File: src/rtl/core/aclat_pkg.sv
// shared types, codes and tables for the accented text to latin-1 converter
`default_nettype none
package aclat_pkg;

   typedef enum logic [3:0] {
      MODE_NORMAL  = 4'd0,
      MODE_ACCENT  = 4'd1,
      MODE_GRAVE   = 4'd2,
      MODE_ACUTE   = 4'd3,
      MODE_CIRC    = 4'd4,
      MODE_UML     = 4'd5,
      MODE_CEDIL   = 4'd6,
      MODE_ESCAPE  = 4'd7,
      MODE_CURSOR1 = 4'd8,
      MODE_CURSOR2 = 4'd9
   } mode_type;

   localparam logic [7:0] BYTE_END    = 8'h00;
   localparam logic [7:0] BYTE_ACCENT = 8'h16;
   localparam logic [7:0] BYTE_ESCAPE = 8'h1B;
   localparam logic [7:0] BYTE_CURSOR = 8'h1F;
   localparam logic [7:0] BYTE_SPACE  = 8'h20;
   localparam logic [7:0] BYTE_HASH   = 8'h23;
   localparam logic [7:0] BYTE_QUEST  = 8'h3F;
   localparam logic [7:0] BYTE_BTICK  = 8'h60;
   localparam logic [7:0] BYTE_TILDE  = 8'h7E;
   localparam logic [7:0] BYTE_DEL    = 8'h7F;

   localparam logic [7:0] ACC_GRAVE = 8'h41;
   localparam logic [7:0] ACC_ACUTE = 8'h42;
   localparam logic [7:0] ACC_CIRC  = 8'h43;
   localparam logic [7:0] ACC_UML   = 8'h48;
   localparam logic [7:0] ACC_CEDIL = 8'h4B;

   localparam int unsigned VOWEL_COUNT = 10;
   localparam int unsigned ACCENT_ROWS = 4;

   // rows: grave, acute, circumflex, diaeresis; columns: a e i o u A E I O U
   localparam logic [7:0] VOWEL_MAP [ACCENT_ROWS][VOWEL_COUNT] = '{
      '{8'hE0, 8'hE8, 8'hEC, 8'hF2, 8'hF9, 8'hC0, 8'hC8, 8'hCC, 8'hD2, 8'hD9},
      '{8'hE1, 8'hE9, 8'hED, 8'hF3, 8'hFA, 8'hC1, 8'hC9, 8'hCD, 8'hD3, 8'hDA},
      '{8'hE2, 8'hEA, 8'hEE, 8'hF4, 8'hFB, 8'hC2, 8'hCA, 8'hCE, 8'hD4, 8'hDB},
      '{8'hE4, 8'hEB, 8'hEF, 8'hF6, 8'hFC, 8'hC4, 8'hCB, 8'hCF, 8'hD6, 8'hDC}
   };

   typedef struct packed {
      logic [1:0] count;
      logic [7:0] first;
      logic [7:0] second;
   } result_type;

endpackage
`default_nettype wire

File: src/rtl/core/aclat_if.sv
// valid/ready channel interfaces for source bytes and converted bytes
`default_nettype none
interface aclat_req_if;
   logic       valid;
   logic       ready;
   logic [7:0] in_byte;

   modport source (output valid, output in_byte, input ready);
   modport sink (input valid, input in_byte, output ready);
endinterface

interface aclat_rsp_if;
   logic       valid;
   logic       ready;
   logic [7:0] out_byte;
   logic       last_of_run;

   modport source (output valid, output out_byte, output last_of_run, input ready);
   modport sink (input valid, input out_byte, input last_of_run, output ready);
endinterface
`default_nettype wire

File: src/rtl/core/aclat_decode.sv
// decode mode register and per-byte translation logic
`default_nettype none
module aclat_decode (
   input  wire logic                  clock,
   input  wire logic                  reset,
   input  wire logic                  accept,
   input  wire logic [7:0]            in_byte,
   output aclat_pkg::result_type      result
);
   import aclat_pkg::*;

   mode_type   mode_ff;
   mode_type   mode_in;
   logic       vowel_hit;
   logic [3:0] vowel_idx;
   logic [1:0] accent_row;
   logic [7:0] plain_byte;

   function automatic logic [7:0] plain_char(input logic [7:0] b);
      logic [7:0] r;
      if (b == BYTE_BTICK) begin
         r = 8'hAD;
      end else if (b == BYTE_TILDE) begin
         r = 8'hAF;
      end else if (b == BYTE_DEL) begin
         r = BYTE_SPACE;
      end else if (b < BYTE_SPACE || b[7]) begin
         r = BYTE_QUEST;
      end else begin
         r = b;
      end
      return r;
   endfunction

   always_comb begin
      vowel_hit = 1'b1;
      vowel_idx = 4'd0;
      case (in_byte)
         "a": vowel_idx = 4'd0;
         "e": vowel_idx = 4'd1;
         "i": vowel_idx = 4'd2;
         "o": vowel_idx = 4'd3;
         "u": vowel_idx = 4'd4;
         "A": vowel_idx = 4'd5;
         "E": vowel_idx = 4'd6;
         "I": vowel_idx = 4'd7;
         "O": vowel_idx = 4'd8;
         "U": vowel_idx = 4'd9;
         default: vowel_hit = 1'b0;
      endcase
   end

   assign accent_row = 2'(4'(mode_ff) - 4'(MODE_GRAVE));
   assign plain_byte = plain_char(in_byte);

   always_comb begin
      mode_in = mode_ff;
      result  = '0;
      if (in_byte == BYTE_END) begin
         mode_in = MODE_NORMAL;
      end else begin
         case (mode_ff)
            MODE_ACCENT: begin
               mode_in = MODE_NORMAL;
               case (in_byte)
                  ACC_GRAVE: mode_in = MODE_GRAVE;
                  ACC_ACUTE: mode_in = MODE_ACUTE;
                  ACC_CIRC:  mode_in = MODE_CIRC;
                  ACC_UML:   mode_in = MODE_UML;
                  ACC_CEDIL: mode_in = MODE_CEDIL;
                  "#":  result = '{count: 2'd1, first: 8'hA3, second: 8'h00};
                  "$":  result = '{count: 2'd1, first: 8'h24, second: 8'h00};
                  "&":  result = '{count: 2'd1, first: 8'h23, second: 8'h00};
                  ",":  result = '{count: 2'd2, first: 8'h3C, second: 8'h2D};
                  "-":  result = '{count: 2'd1, first: 8'h5E, second: 8'h00};
                  ".":  result = '{count: 2'd2, first: 8'h2D, second: 8'h3E};
                  "/":  result = '{count: 2'd1, first: 8'h56, second: 8'h00};
                  "0":  result = '{count: 2'd1, first: 8'hB0, second: 8'h00};
                  "1":  result = '{count: 2'd1, first: 8'hB1, second: 8'h00};
                  "8":  result = '{count: 2'd1, first: 8'hF7, second: 8'h00};
                  "<":  result = '{count: 2'd1, first: 8'hBC, second: 8'h00};
                  "=":  result = '{count: 2'd1, first: 8'hBD, second: 8'h00};
                  ">":  result = '{count: 2'd1, first: 8'hBE, second: 8'h00};
                  "j":  result = '{count: 2'd2, first: 8'h4F, second: 8'h45};
                  "z":  result = '{count: 2'd2, first: 8'h6F, second: 8'h65};
                  "{":  result = '{count: 2'd1, first: 8'hDF, second: 8'h00};
                  8'h27: result = '{count: 2'd1, first: 8'hA7, second: 8'h00};
                  default: result = '0;
               endcase
            end
            MODE_GRAVE, MODE_ACUTE, MODE_CIRC, MODE_UML: begin
               mode_in      = MODE_NORMAL;
               result.count = 2'd1;
               result.first = vowel_hit ? VOWEL_MAP[accent_row][vowel_idx] : plain_byte;
            end
            MODE_CEDIL: begin
               mode_in      = MODE_NORMAL;
               result.count = 2'd1;
               if (in_byte == "c") begin
                  result.first = 8'hE7;
               end else if (in_byte == "C") begin
                  result.first = 8'hC7;
               end else begin
                  result.first = plain_byte;
               end
            end
            MODE_ESCAPE: begin
               if (in_byte != BYTE_SPACE && in_byte != BYTE_HASH) begin
                  mode_in = MODE_NORMAL;
               end
            end
            MODE_CURSOR1: mode_in = MODE_CURSOR2;
            MODE_CURSOR2: mode_in = MODE_NORMAL;
            default: begin
               mode_in = MODE_NORMAL;
               if (in_byte == BYTE_ACCENT) begin
                  mode_in = MODE_ACCENT;
               end else if (in_byte == BYTE_ESCAPE) begin
                  mode_in = MODE_ESCAPE;
               end else if (in_byte == BYTE_CURSOR) begin
                  mode_in = MODE_CURSOR1;
               end else begin
                  result.count = 2'd1;
                  result.first = plain_byte;
               end
            end
         endcase
      end
   end

   always_ff @(posedge clock) begin
      if (reset) begin
         mode_ff <= MODE_NORMAL;
      end else if (accept) begin
         mode_ff <= mode_in;
      end
   end

endmodule
`default_nettype wire

File: src/rtl/core/aclat_emit.sv
// result register holding up to two output bytes, drained one per transfer
`default_nettype none
module aclat_emit (
   input  wire logic                  clock,
   input  wire logic                  reset,
   input  wire logic                  load,
   input  wire aclat_pkg::result_type result,
   input  wire logic                  rsp_ready,
   output logic                       rsp_valid,
   output logic [7:0]                 rsp_byte,
   output logic                       rsp_last,
   output logic                       can_accept
);
   import aclat_pkg::*;

   logic [1:0] cnt_ff;
   logic [1:0] cnt_in;
   logic [7:0] first_ff;
   logic [7:0] first_in;
   logic [7:0] second_ff;
   logic [7:0] second_in;
   logic       pop;

   assign rsp_valid  = (cnt_ff != 2'd0);
   assign rsp_byte   = first_ff;
   assign rsp_last   = (cnt_ff == 2'd1);
   assign pop        = rsp_valid && rsp_ready;
   assign can_accept = (cnt_ff == 2'd0) || ((cnt_ff == 2'd1) && rsp_ready);

   always_comb begin
      cnt_in    = cnt_ff;
      first_in  = first_ff;
      second_in = second_ff;
      if (pop) begin
         if (cnt_ff == 2'd2) begin
            cnt_in   = 2'd1;
            first_in = second_ff;
         end else begin
            cnt_in = 2'd0;
         end
      end
      if (load && result.count != 2'd0) begin
         cnt_in    = result.count;
         first_in  = result.first;
         second_in = result.second;
      end
   end

   always_ff @(posedge clock) begin
      if (reset) begin
         cnt_ff <= 2'd0;
      end else begin
         cnt_ff <= cnt_in;
      end
   end

   always_ff @(posedge clock) begin
      first_ff  <= first_in;
      second_ff <= second_in;
   end

endmodule
`default_nettype wire

File: src/rtl/core/accented_charset_to_latin1.sv
// top level: accented home-computer text to iso-8859-1 byte converter
//
// req_if carries one source byte per transfer; rsp_if carries converted bytes,
// with last_of_run set on the final byte caused by one source byte.
// A zero byte, accent prefixes and escape or cursor sequences give no output;
// other control bytes give '?'; a plain or accented character gives one byte;
// four symbol codes give two. A taken byte is on rsp_if from the next cycle.
// One source byte is taken per cycle while the receiver takes every byte;
// a two-byte result holds req_if.ready low while its first byte drains,
// since the single result register holds both bytes.
// req_if.ready stays high when the result register is empty or its last byte
// is being taken, so a new byte enters in the same cycle a result leaves.
// When rsp_if.ready is low, the pending bytes hold and req_if.ready drops.
// Reset (synchronous) returns decoding to normal text mode and empties the
// result register; a zero source byte also returns to normal mode.
`default_nettype none
module accented_charset_to_latin1 (
   input  wire logic   clock,
   input  wire logic   reset,
   aclat_req_if.sink   req_if,
   aclat_rsp_if.source rsp_if
);
   import aclat_pkg::*;

   result_type result;
   logic       accept;
   logic       can_accept;

   assign req_if.ready = can_accept;
   assign accept       = req_if.valid && can_accept;

   aclat_decode u_decode (
      .clock   (clock),
      .reset   (reset),
      .accept  (accept),
      .in_byte (req_if.in_byte),
      .result  (result)
   );

   aclat_emit u_emit (
      .clock      (clock),
      .reset      (reset),
      .load       (accept),
      .result     (result),
      .rsp_ready  (rsp_if.ready),
      .rsp_valid  (rsp_if.valid),
      .rsp_byte   (rsp_if.out_byte),
      .rsp_last   (rsp_if.last_of_run),
      .can_accept (can_accept)
   );

`ifndef ASSERT_OFF
   a_hold_input_on_first_of_pair: assert property (@(posedge clock) disable iff (reset)
      rsp_if.valid && !rsp_if.last_of_run |-> !req_if.ready)
      else $error("source byte taken while a two-byte result is pending");

   a_second_follows_first: assert property (@(posedge clock) disable iff (reset)
      rsp_if.valid && !rsp_if.last_of_run && rsp_if.ready
      |=> rsp_if.valid && rsp_if.last_of_run)
      else $error("second byte of a pair missing after first transfer");

   a_empty_after_reset: assert property (@(posedge clock)
      reset |=> !rsp_if.valid)
      else $error("result valid right after reset");
`endif

endmodule
`default_nettype wire

File: src/flat_wrapper.sv
// flat-port wrapper written by rule: the top's interface ports become plain ports
module accented_charset_to_latin1_flat import aclat_pkg::*;
  (clock, reset, req_if_valid, req_if_in_byte, req_if_ready, rsp_if_valid, rsp_if_out_byte, rsp_if_last_of_run, rsp_if_ready);
  aclat_req_if req_if_i ();
  aclat_rsp_if rsp_if_i ();
  input  wire logic clock;
  input  wire logic reset;
  input wire logic [$bits(req_if_i.valid)-1:0] req_if_valid;
  input wire logic [$bits(req_if_i.in_byte)-1:0] req_if_in_byte;
  output wire logic [$bits(req_if_i.ready)-1:0] req_if_ready;
  output wire logic [$bits(rsp_if_i.valid)-1:0] rsp_if_valid;
  output wire logic [$bits(rsp_if_i.out_byte)-1:0] rsp_if_out_byte;
  output wire logic [$bits(rsp_if_i.last_of_run)-1:0] rsp_if_last_of_run;
  input wire logic [$bits(rsp_if_i.ready)-1:0] rsp_if_ready;
  assign req_if_i.valid = req_if_valid;
  assign req_if_i.in_byte = req_if_in_byte;
  assign req_if_ready = req_if_i.ready;
  assign rsp_if_valid = rsp_if_i.valid;
  assign rsp_if_out_byte = rsp_if_i.out_byte;
  assign rsp_if_last_of_run = rsp_if_i.last_of_run;
  assign rsp_if_i.ready = rsp_if_ready;
  accented_charset_to_latin1 u_core (.clock(clock), .reset(reset), .req_if(req_if_i), .rsp_if(rsp_if_i));
endmodule
File: config.mk
export PLATFORM = sky130hd
export DESIGN_NAME = accented_charset_to_latin1_flat
export DESIGN_NICKNAME = d
export VERILOG_FILES = /design/src/rtl/core/aclat_pkg.sv /design/src/rtl/core/aclat_if.sv /design/src/rtl/core/aclat_decode.sv /design/src/rtl/core/aclat_emit.sv /design/src/rtl/core/accented_charset_to_latin1.sv /design/src/flat_wrapper.sv
export SDC_FILE = /design/constraint.sdc
export NUM_CORES = 1
export LEC_CHECK = 0
export BUFFER_PORTS_ARGS = -buffer_cell sky130_fd_sc_hd__buf_2
export CORE_MARGIN = 1.5
export CORE_UTILIZATION = 30
export CTS_CLUSTER_SIZE = 8
export DETAILED_ROUTE_END_ITERATION = 7
export MAX_ROUTING_LAYER = met4
export PLACE_DENSITY = 0.46
export SETUP_SLACK_MARGIN = 0.3
export SLEW_MARGIN = 20
export SYNTH_ARGS = -nofsm -noshare
export SYNTH_HDL_FRONTEND = slang
export SYNTH_HIERARCHICAL = 1
export SYNTH_SLANG_ARGS = --single-unit
File: constraint.sdc
create_clock -name clock -period 3.5 [get_ports clock]
set_input_delay 0.175 -clock clock [delete_from_list [all_inputs] [get_ports clock]]
set_output_delay 0.175 -clock clock [all_outputs]
set_load 0.05 [all_outputs]
==> flow_summary.json, run 1 <==
{
  "outcome": "completed",
  "floorplan.initialDensity": 0.308,
  "final_common_cell": "nor2_1",
  "clock_sink_count": 22,
  "critPathMaxFanout": 13,
  "cts_max_level": 1,
  "cts.hold.buffers_added": 0,
  "xor_xnor_portion_of_the_synthesized_cell_area": 0.0124,
  "synth.net_count": 379,
  "global_route.overflow_total": 0,
  "tns_ns": 0,
  "globalRouteMet1Util": 0.263,
  "ir_worst_vdd_mv": 0.180,
  "holdWs_ns": 0.156,
  "track_usage": 0.191,
  "clock_insertion_delay_worst_skew_ns": 0.26,
  "cts_root_buf": "clkbuf_8",
  "min-delay-path-class": "input pin to flip-flop",
  "grt_setup_unrepaired": "false",
  "final_hold_viol_count": 0,
  "worstRegToRegCells": 10,
  "timing.critical_path.from_type": "flip-flop",
  "route.detailed.wl_per_inst_um": 19.2,
  "worst_setup_path_category": "flip-flop to flip-flop",
  "worst-slew-pin-transition_ns": 0.624,
  "detail-route-antenna-nets": 0,
  "postSynthAreaPerCell_um2": 7.89,
  "clk_path_buf_depth": 2,
  "max_clock_freq_mhz": 340,
  "yosys.area_share.simple": 0.303,
  "layout.cells.most_common_list": "34 x nor2_1, 26 x nand2_1, 23 x o21ai_0",
  "grt_most_used_layer": "met2",
  "critPathRequiredTime_ns": 3.43,
  "synth_enable_flop_cells": 16,
  "finalCriticalPeriod_ns": 2.94,
  "number_of_pins_exceeding_their_max_slew_limit_in_the_final_report": 0,
  "cap_viol_max_count": 0,
  "synthMuxAreaShare": 0.0358,
  "cts.clk_slew.worst_paths_ns": 0.07,
  "first_global_vias": 2686,
  "synth_compound_gate_area_share": 0.326,
  "timing.final.setup_violations": 0,
  "drt-vias-per-instance": 6.04,
  "drc": 0,
  "io-pin-count": 23,
  "wirelength_um": 9180,
  "fill_cells": 985,
  "global_route.usage.met2": 0.312,
  "die_w_um": 100,
  "insertedDiodeCount": 0,
  "ys_ff_latch": 22,
  "floorplan.die.height_um": 100,
  "final_layout_size_suffix_gt1_frac": 0.199,
  "mapped_area_um2": 2830,
  "cts_tree": "built",
  "final.setup_skew_ns": 0.00525,
  "number_of_cells_produced_by_synthesis": 359,
  "drt_first_pass_iters": 5,
  "dominant_combinational_cell_family_by_area_after_synthesis": "compound AO/OA/AOI/OAI gates",
  "placeableCoreArea_um2": 9200,
  "layout.nets": 387,
  "place_hpwl_um": 6940,
  "ys.warnings.count": 6,
  "cp.arrival_ns": 2.87,
  "port_buffers": 22,
  "synthAdderAreaFrac": 0.0353,
  "post_synth_num_cell_types": 82,
  "via_count": 2883,
  "antenna_violations_before_repair": 0,
  "grt_start_max_net_pins": 32,
  "ys_async_sr_fraction": 0,
  "drt_first_iter_violations": 257,
  "dieArea_um2": 10000,
  "cts_buf_count": 3,
  "globalRouteMet3Util": 0.0237,
  "ys_dominant_reg_cell": "edfxtp_1",
  "slew_headroom": 0.578,
  "timing.final.crit_share": 0.841,
  "total_leakage_power_nw": 1.08,
  "endpoint_kind": "flip-flop",
  "seq_area_frac_synth": 0.212,
  "whs_path_cells": 2,
  "wire_length_of_the_first_global_routing_pass_um": 14800,
  "power-per-cell-area_nw_per_um2": 258,
  "place.gp.congestion": 0.984,
  "syn2layout_area_growth_pct": 9.54,
  "rows": 35,
  "post-layout-total-power_uw": 799
}
-- what timing repair did --
action / in CTS / in global routing
setup buffers: 0 / 0
endpoints found under the setup margin: 0 / 21
gates resized for setup: 0 / 2
-- synth_stat cells, types with 4 or more instances --
library cell  number  area (µm²)
and4b_1            4        40.0
a21oi_1           19        95.1
nor3b_1            5        37.5
o31ai_1            6        45.0
buf_2             15        75.1
mux2_2             9         101
nand2b_1           6        37.5
nor2_1            34         128
and2_1             6        37.5
a41oi_1            4        35.0
o21ai_0           23         115
clkbuf_1          12        45.0
edfxtp_1          16         480
nand2_1           26        97.6
nand3_1           13        65.1
nor3_1             8        40.0
inv_1             12        45.0
a211oi_1           7        52.6
dfxtp_1            6         120
ha_1               8         100
nor2b_1            8        50.1
nor4b_1            5        43.8
a32oi_1            4        35.0
o22ai_1            5        31.3
-- metrics by stage --
step                setup WS, ns  cells   util  cell area, µm²
global placement           0.334    473  0.329            3020
global route               0.347    477  0.337            3100
detailed placement         0.357    473  0.329            3020
finish                     0.558    477  0.337            3100
CTS                        0.458    477  0.336            3090
floorplan                  0.802    359      -            2830
-- layer usage --
layer / wire length (µm) / share of wire
met2: 4430 / 0.48
met5: 0 / 0
met1: 4260 / 0.46
met4: 76 / 0.0083
met3: 411 / 0.045
-- logic make-up after synthesis --
| family | after synthesis |
|---|---|
| AND/OR/NAND/NOR | 148 |
| AO/OA/AOI/OAI | 122 |
| buffers and inverters | 45 |
| flip-flops | 22 |
| multiplexers | 9 |
| adder cells (fa/ha/maj) | 8 |
| XOR/XNOR | 4 |
| other | 1 |
-- worst max-delay path, cell delays in order (launching register included) --
cell,delay [ns]
dfxtp_1,0.39
inv_1,0.14
ha_1,0.29
nor3_1,0.09
a22oi_2,0.33
a21o_1,0.16
nand2_1,0.13
nor2_1,0.18
o22ai_1,0.15
o21ai_4,0.40
nand2_1,0.34
-- report_power, final --
part | internal (mW) | switching, mW | leakage (nW)
clock | 0.153 | 0.0759 | 0.0357
sequential | 0.301 | 0.00636 | 0.206
combinational | 0.0817 | 0.182 | 0.837
total | 0.535 | 0.265 | 1.08
-- worst paths after layout --
kind                                            from                                 endpoint  slack (ns)
min                                            reset  u_core/u_decode/mode_ff[1]$_SDFFE_PP0P_        0.16
max          u_core/u_decode/mode_ff[1]$_SDFFE_PP0P_      u_core/u_emit/rsp_byte[1]$_DFFE_PP_        0.56
min reg2reg     u_core/u_emit/cnt_ff[1]$_SDFFE_PP0P_     u_core/u_emit/cnt_ff[1]$_SDFFE_PP0P_        0.53
max reg2reg  u_core/u_decode/mode_ff[1]$_SDFFE_PP0P_      u_core/u_emit/rsp_byte[1]$_DFFE_PP_        0.56
-- sequential cells by signal (all words and copies together), names as in the netlist --
| signal | count |
|---|---|
| u_core/u_emit/rsp_byte | 8 |
| u_core/u_emit/cnt_ff | 2 |
| u_core/u_decode/mode_ff | 4 |
| u_core/u_emit/second_ff | 8 |
-- final cells by class --
type	count	area [µm²]	share of cell area
sequential	22	601	0.194
timing repair buffer	36	215	0.0694
tap	111	139	0.0448
clock buffer	3	41.3	0.0133
multi-input combinational	292	2030	0.655
clock inverter	1	30.0	0.00968
inverter	12	45.0	0.0145
No activity file was read; power rests on OpenSTA's default activity.
==> run 2, diff against run 1 <==
--- a/config.mk
+++ b/config.mk
@@ -11,7 +11,7 @@
 export CTS_CLUSTER_SIZE = 8
 export DETAILED_ROUTE_END_ITERATION = 7
 export MAX_ROUTING_LAYER = met4
-export PLACE_DENSITY = 0.46
+export PLACE_DENSITY = 0.47
 export SETUP_SLACK_MARGIN = 0.3
 export SLEW_MARGIN = 20
 export SYNTH_ARGS = -nofsm -noshare
==> constraint.sdc (replaced) <==
create_clock -name clock -period 2.7 [get_ports clock]
set_input_delay 0.135 -clock clock [delete_from_list [all_inputs] [get_ports clock]]
set_output_delay 0.135 -clock clock [all_outputs]
set_load 0.05 [all_outputs]
==> flow_summary.json, run 2 (synthesis gave the netlist of run 1 again) <==
{
  "grt_setup_unrepaired": "true",
  "slew_headroom": 0.594,
  "cts_tree": "built",
  "antenna_violations_before_repair": 0,
  "endpoint_kind": "flip-flop",
  "final_hold_viol_count": 0,
  "worst-slew-pin-transition_ns": 0.603,
  "cp_cell_sequence": "buf_6, ha_4, buf_6, nor3_4, a211oi_2, buf_4, nor2_4, o22ai_4, o21ai_4, buf_12, mux2_2",
  "drt-vias-per-instance": 5.95,
  "via_count": 3111,
  "drc": 0,
  "worst_setup_path_category": "flip-flop to flip-flop",
  "finalCriticalPeriod_ns": 2.41,
  "detail-route-antenna-nets": 0,
  "route.detailed.wl_per_inst_um": 19.2,
  "outcome": "completed",
  "cts_buf_count": 3,
  "io-pin-count": 23,
  "critPathBufInv": 4,
  "port_buffers": 22,
  "whs_path_cells": 2,
  "global_route.overflow_total": 0,
  "track_usage": 0.205,
  "final_common_cell": "buf_4",
  "critical-path-top-delay-family": "buffers and inverters",
  "clk_path_buf_depth": 2,
  "floorplan.die.height_um": 100,
  "floorplan.initialDensity": 0.308,
  "worstRegToRegCells": 11,
  "total_leakage_power_nw": 1.39,
  "cts_max_level": 1,
  "ir_worst_vdd_mv": 0.125,
  "timing.final.crit_share": 0.893,
  "tns_ns": 0,
  "max_clock_freq_mhz": 415,
  "critPathMaxFanout": 5,
  "critPathRequiredTime_ns": 2.71,
  "final.setup_skew_ns": 0.00621,
  "critical_path.reg2reg.startpoint": "u_core/u_decode/mode_ff[0]$_SDFFE_PP0P_",
  "reg2reg_slack_ns": 0.29,
  "wirelength_um": 10100,
  "placeableCoreArea_um2": 9200,
  "cp.arrival_ns": 2.42,
  "min-delay-path-class": "input pin to flip-flop",
  "holdCritStartpoint": "reset",
  "place.gp.congestion": 1.01,
  "dieArea_um2": 10000,
  "timing.final.setup_violations": 0,
  "layout.cells.most_common_list": "54 x buf_4, 32 x nor2_1, 23 x nand2_1",
  "rows": 35,
  "drt_first_pass_iters": 5,
  "timing.critical_path.from_type": "flip-flop",
  "cell_repeated_most_along_the_worst_path": "buf_6",
  "layout.nets": 433,
  "holdWs_ns": 0.104,
  "cp-startpoint": "u_core/u_decode/mode_ff[0]$_SDFFE_PP0P_",
  "number_of_pins_exceeding_their_max_slew_limit_in_the_final_report": 0,
  "place_hpwl_um": 7620,
  "clock_insertion_delay_worst_skew_ns": 0.26,
  "drt_first_iter_violations": 370,
  "first_global_vias": 2863,
  "die_w_um": 100,
  "cp.depth": 11,
  "power-per-cell-area_nw_per_um2": 275,
  "critical-path-max-stage-delay_ns": 0.37,
  "timing.critical_path.slowest_stage_cell": "dfxtp_4",
  "grt_start_max_net_pins": 31,
  "post-route-cell-area_um2": 3670,
  "placedInstanceArea_um2": 3380,
  "final_layout_size_suffix_gt1_frac": 0.342,
  "wire_length_of_the_first_global_routing_pass_um": 15800,
  "cts.clk_slew.worst_paths_ns": 0.08,
  "clock_sink_count": 22,
  "cap_viol_max_count": 0,
  "insertedDiodeCount": 0,
  "syn2layout_area_growth_pct": 29.7,
  "cts_root_buf": "clkbuf_8"
}
-- run 2: cell count changes in the layout (fill, tap and decap cells not counted), sizes merged --
cell	delta
bufinv	-1
buf	+45
clkinv	+1
inv	-1
clkbuf	+1
clkinvlp	+1
-- run 2: final timing paths --
kind	end
worst max-delay path	u_core/u_emit/rsp_byte[6]$_DFFE_PP_
worst min-delay path	u_core/u_decode/mode_ff[1]$_SDFFE_PP0P_
worst max register to register	u_core/u_emit/rsp_byte[6]$_DFFE_PP_
worst min register to register	u_core/u_decode/mode_ff[2]$_SDFFE_PP0P_
-- run 2: per-layer routing --
metal	vias up	share of wire	wire, µm	track usage
met5	-	0	0	-
met4	0	0.0073	73	0.0238
met3	8	0.067	671	0.0174
met2	130	0.46	4590	0.316
met1	1487	0.47	4730	0.302
li1	1486	-	-	-
-- run 2: metrics by stage --
stage	setup WS, ns	util	power, mW	std cells
floorplan	0.275	-	0.665	359
CTS	0.294	0.374	0.989	513
finish	0.288	0.400	1.01	523
detailed placement	0.104	0.368	0.783	509
global route	0.216	0.400	1.06	523
global placement	0.114	0.368	0.785	509
-- run 2: repair_timing --
action | 4_1_cts | 5_1_grt
gates resized for setup | 5 | 31
endpoints found under the setup margin | 24 | 24
setup buffers | 0 | 9
hold buffers | 0 | 0
gates cloned | 0 | 1
pin swaps | 1 | 15
hold endpoints to repair | 0 | 0
-- run 2: layout make-up --
type                    instances  area (µm²)
fillers                       950        5520
multi-input cells             292        2200
repair buffers                 82         629
flip-flops and latches         22         608
well taps                     111         139
inverters                      12        53.8
clock buffers                   3        41.3
clock inverters                 1        3.75
-- run 2: report_power, final --
part           internal (mW)  switching [mW]  leakage, nW
logic                  0.156           0.255         1.15
registers              0.387         0.00701        0.208
clock network          0.101           0.105       0.0231
total                  0.645           0.367         1.39
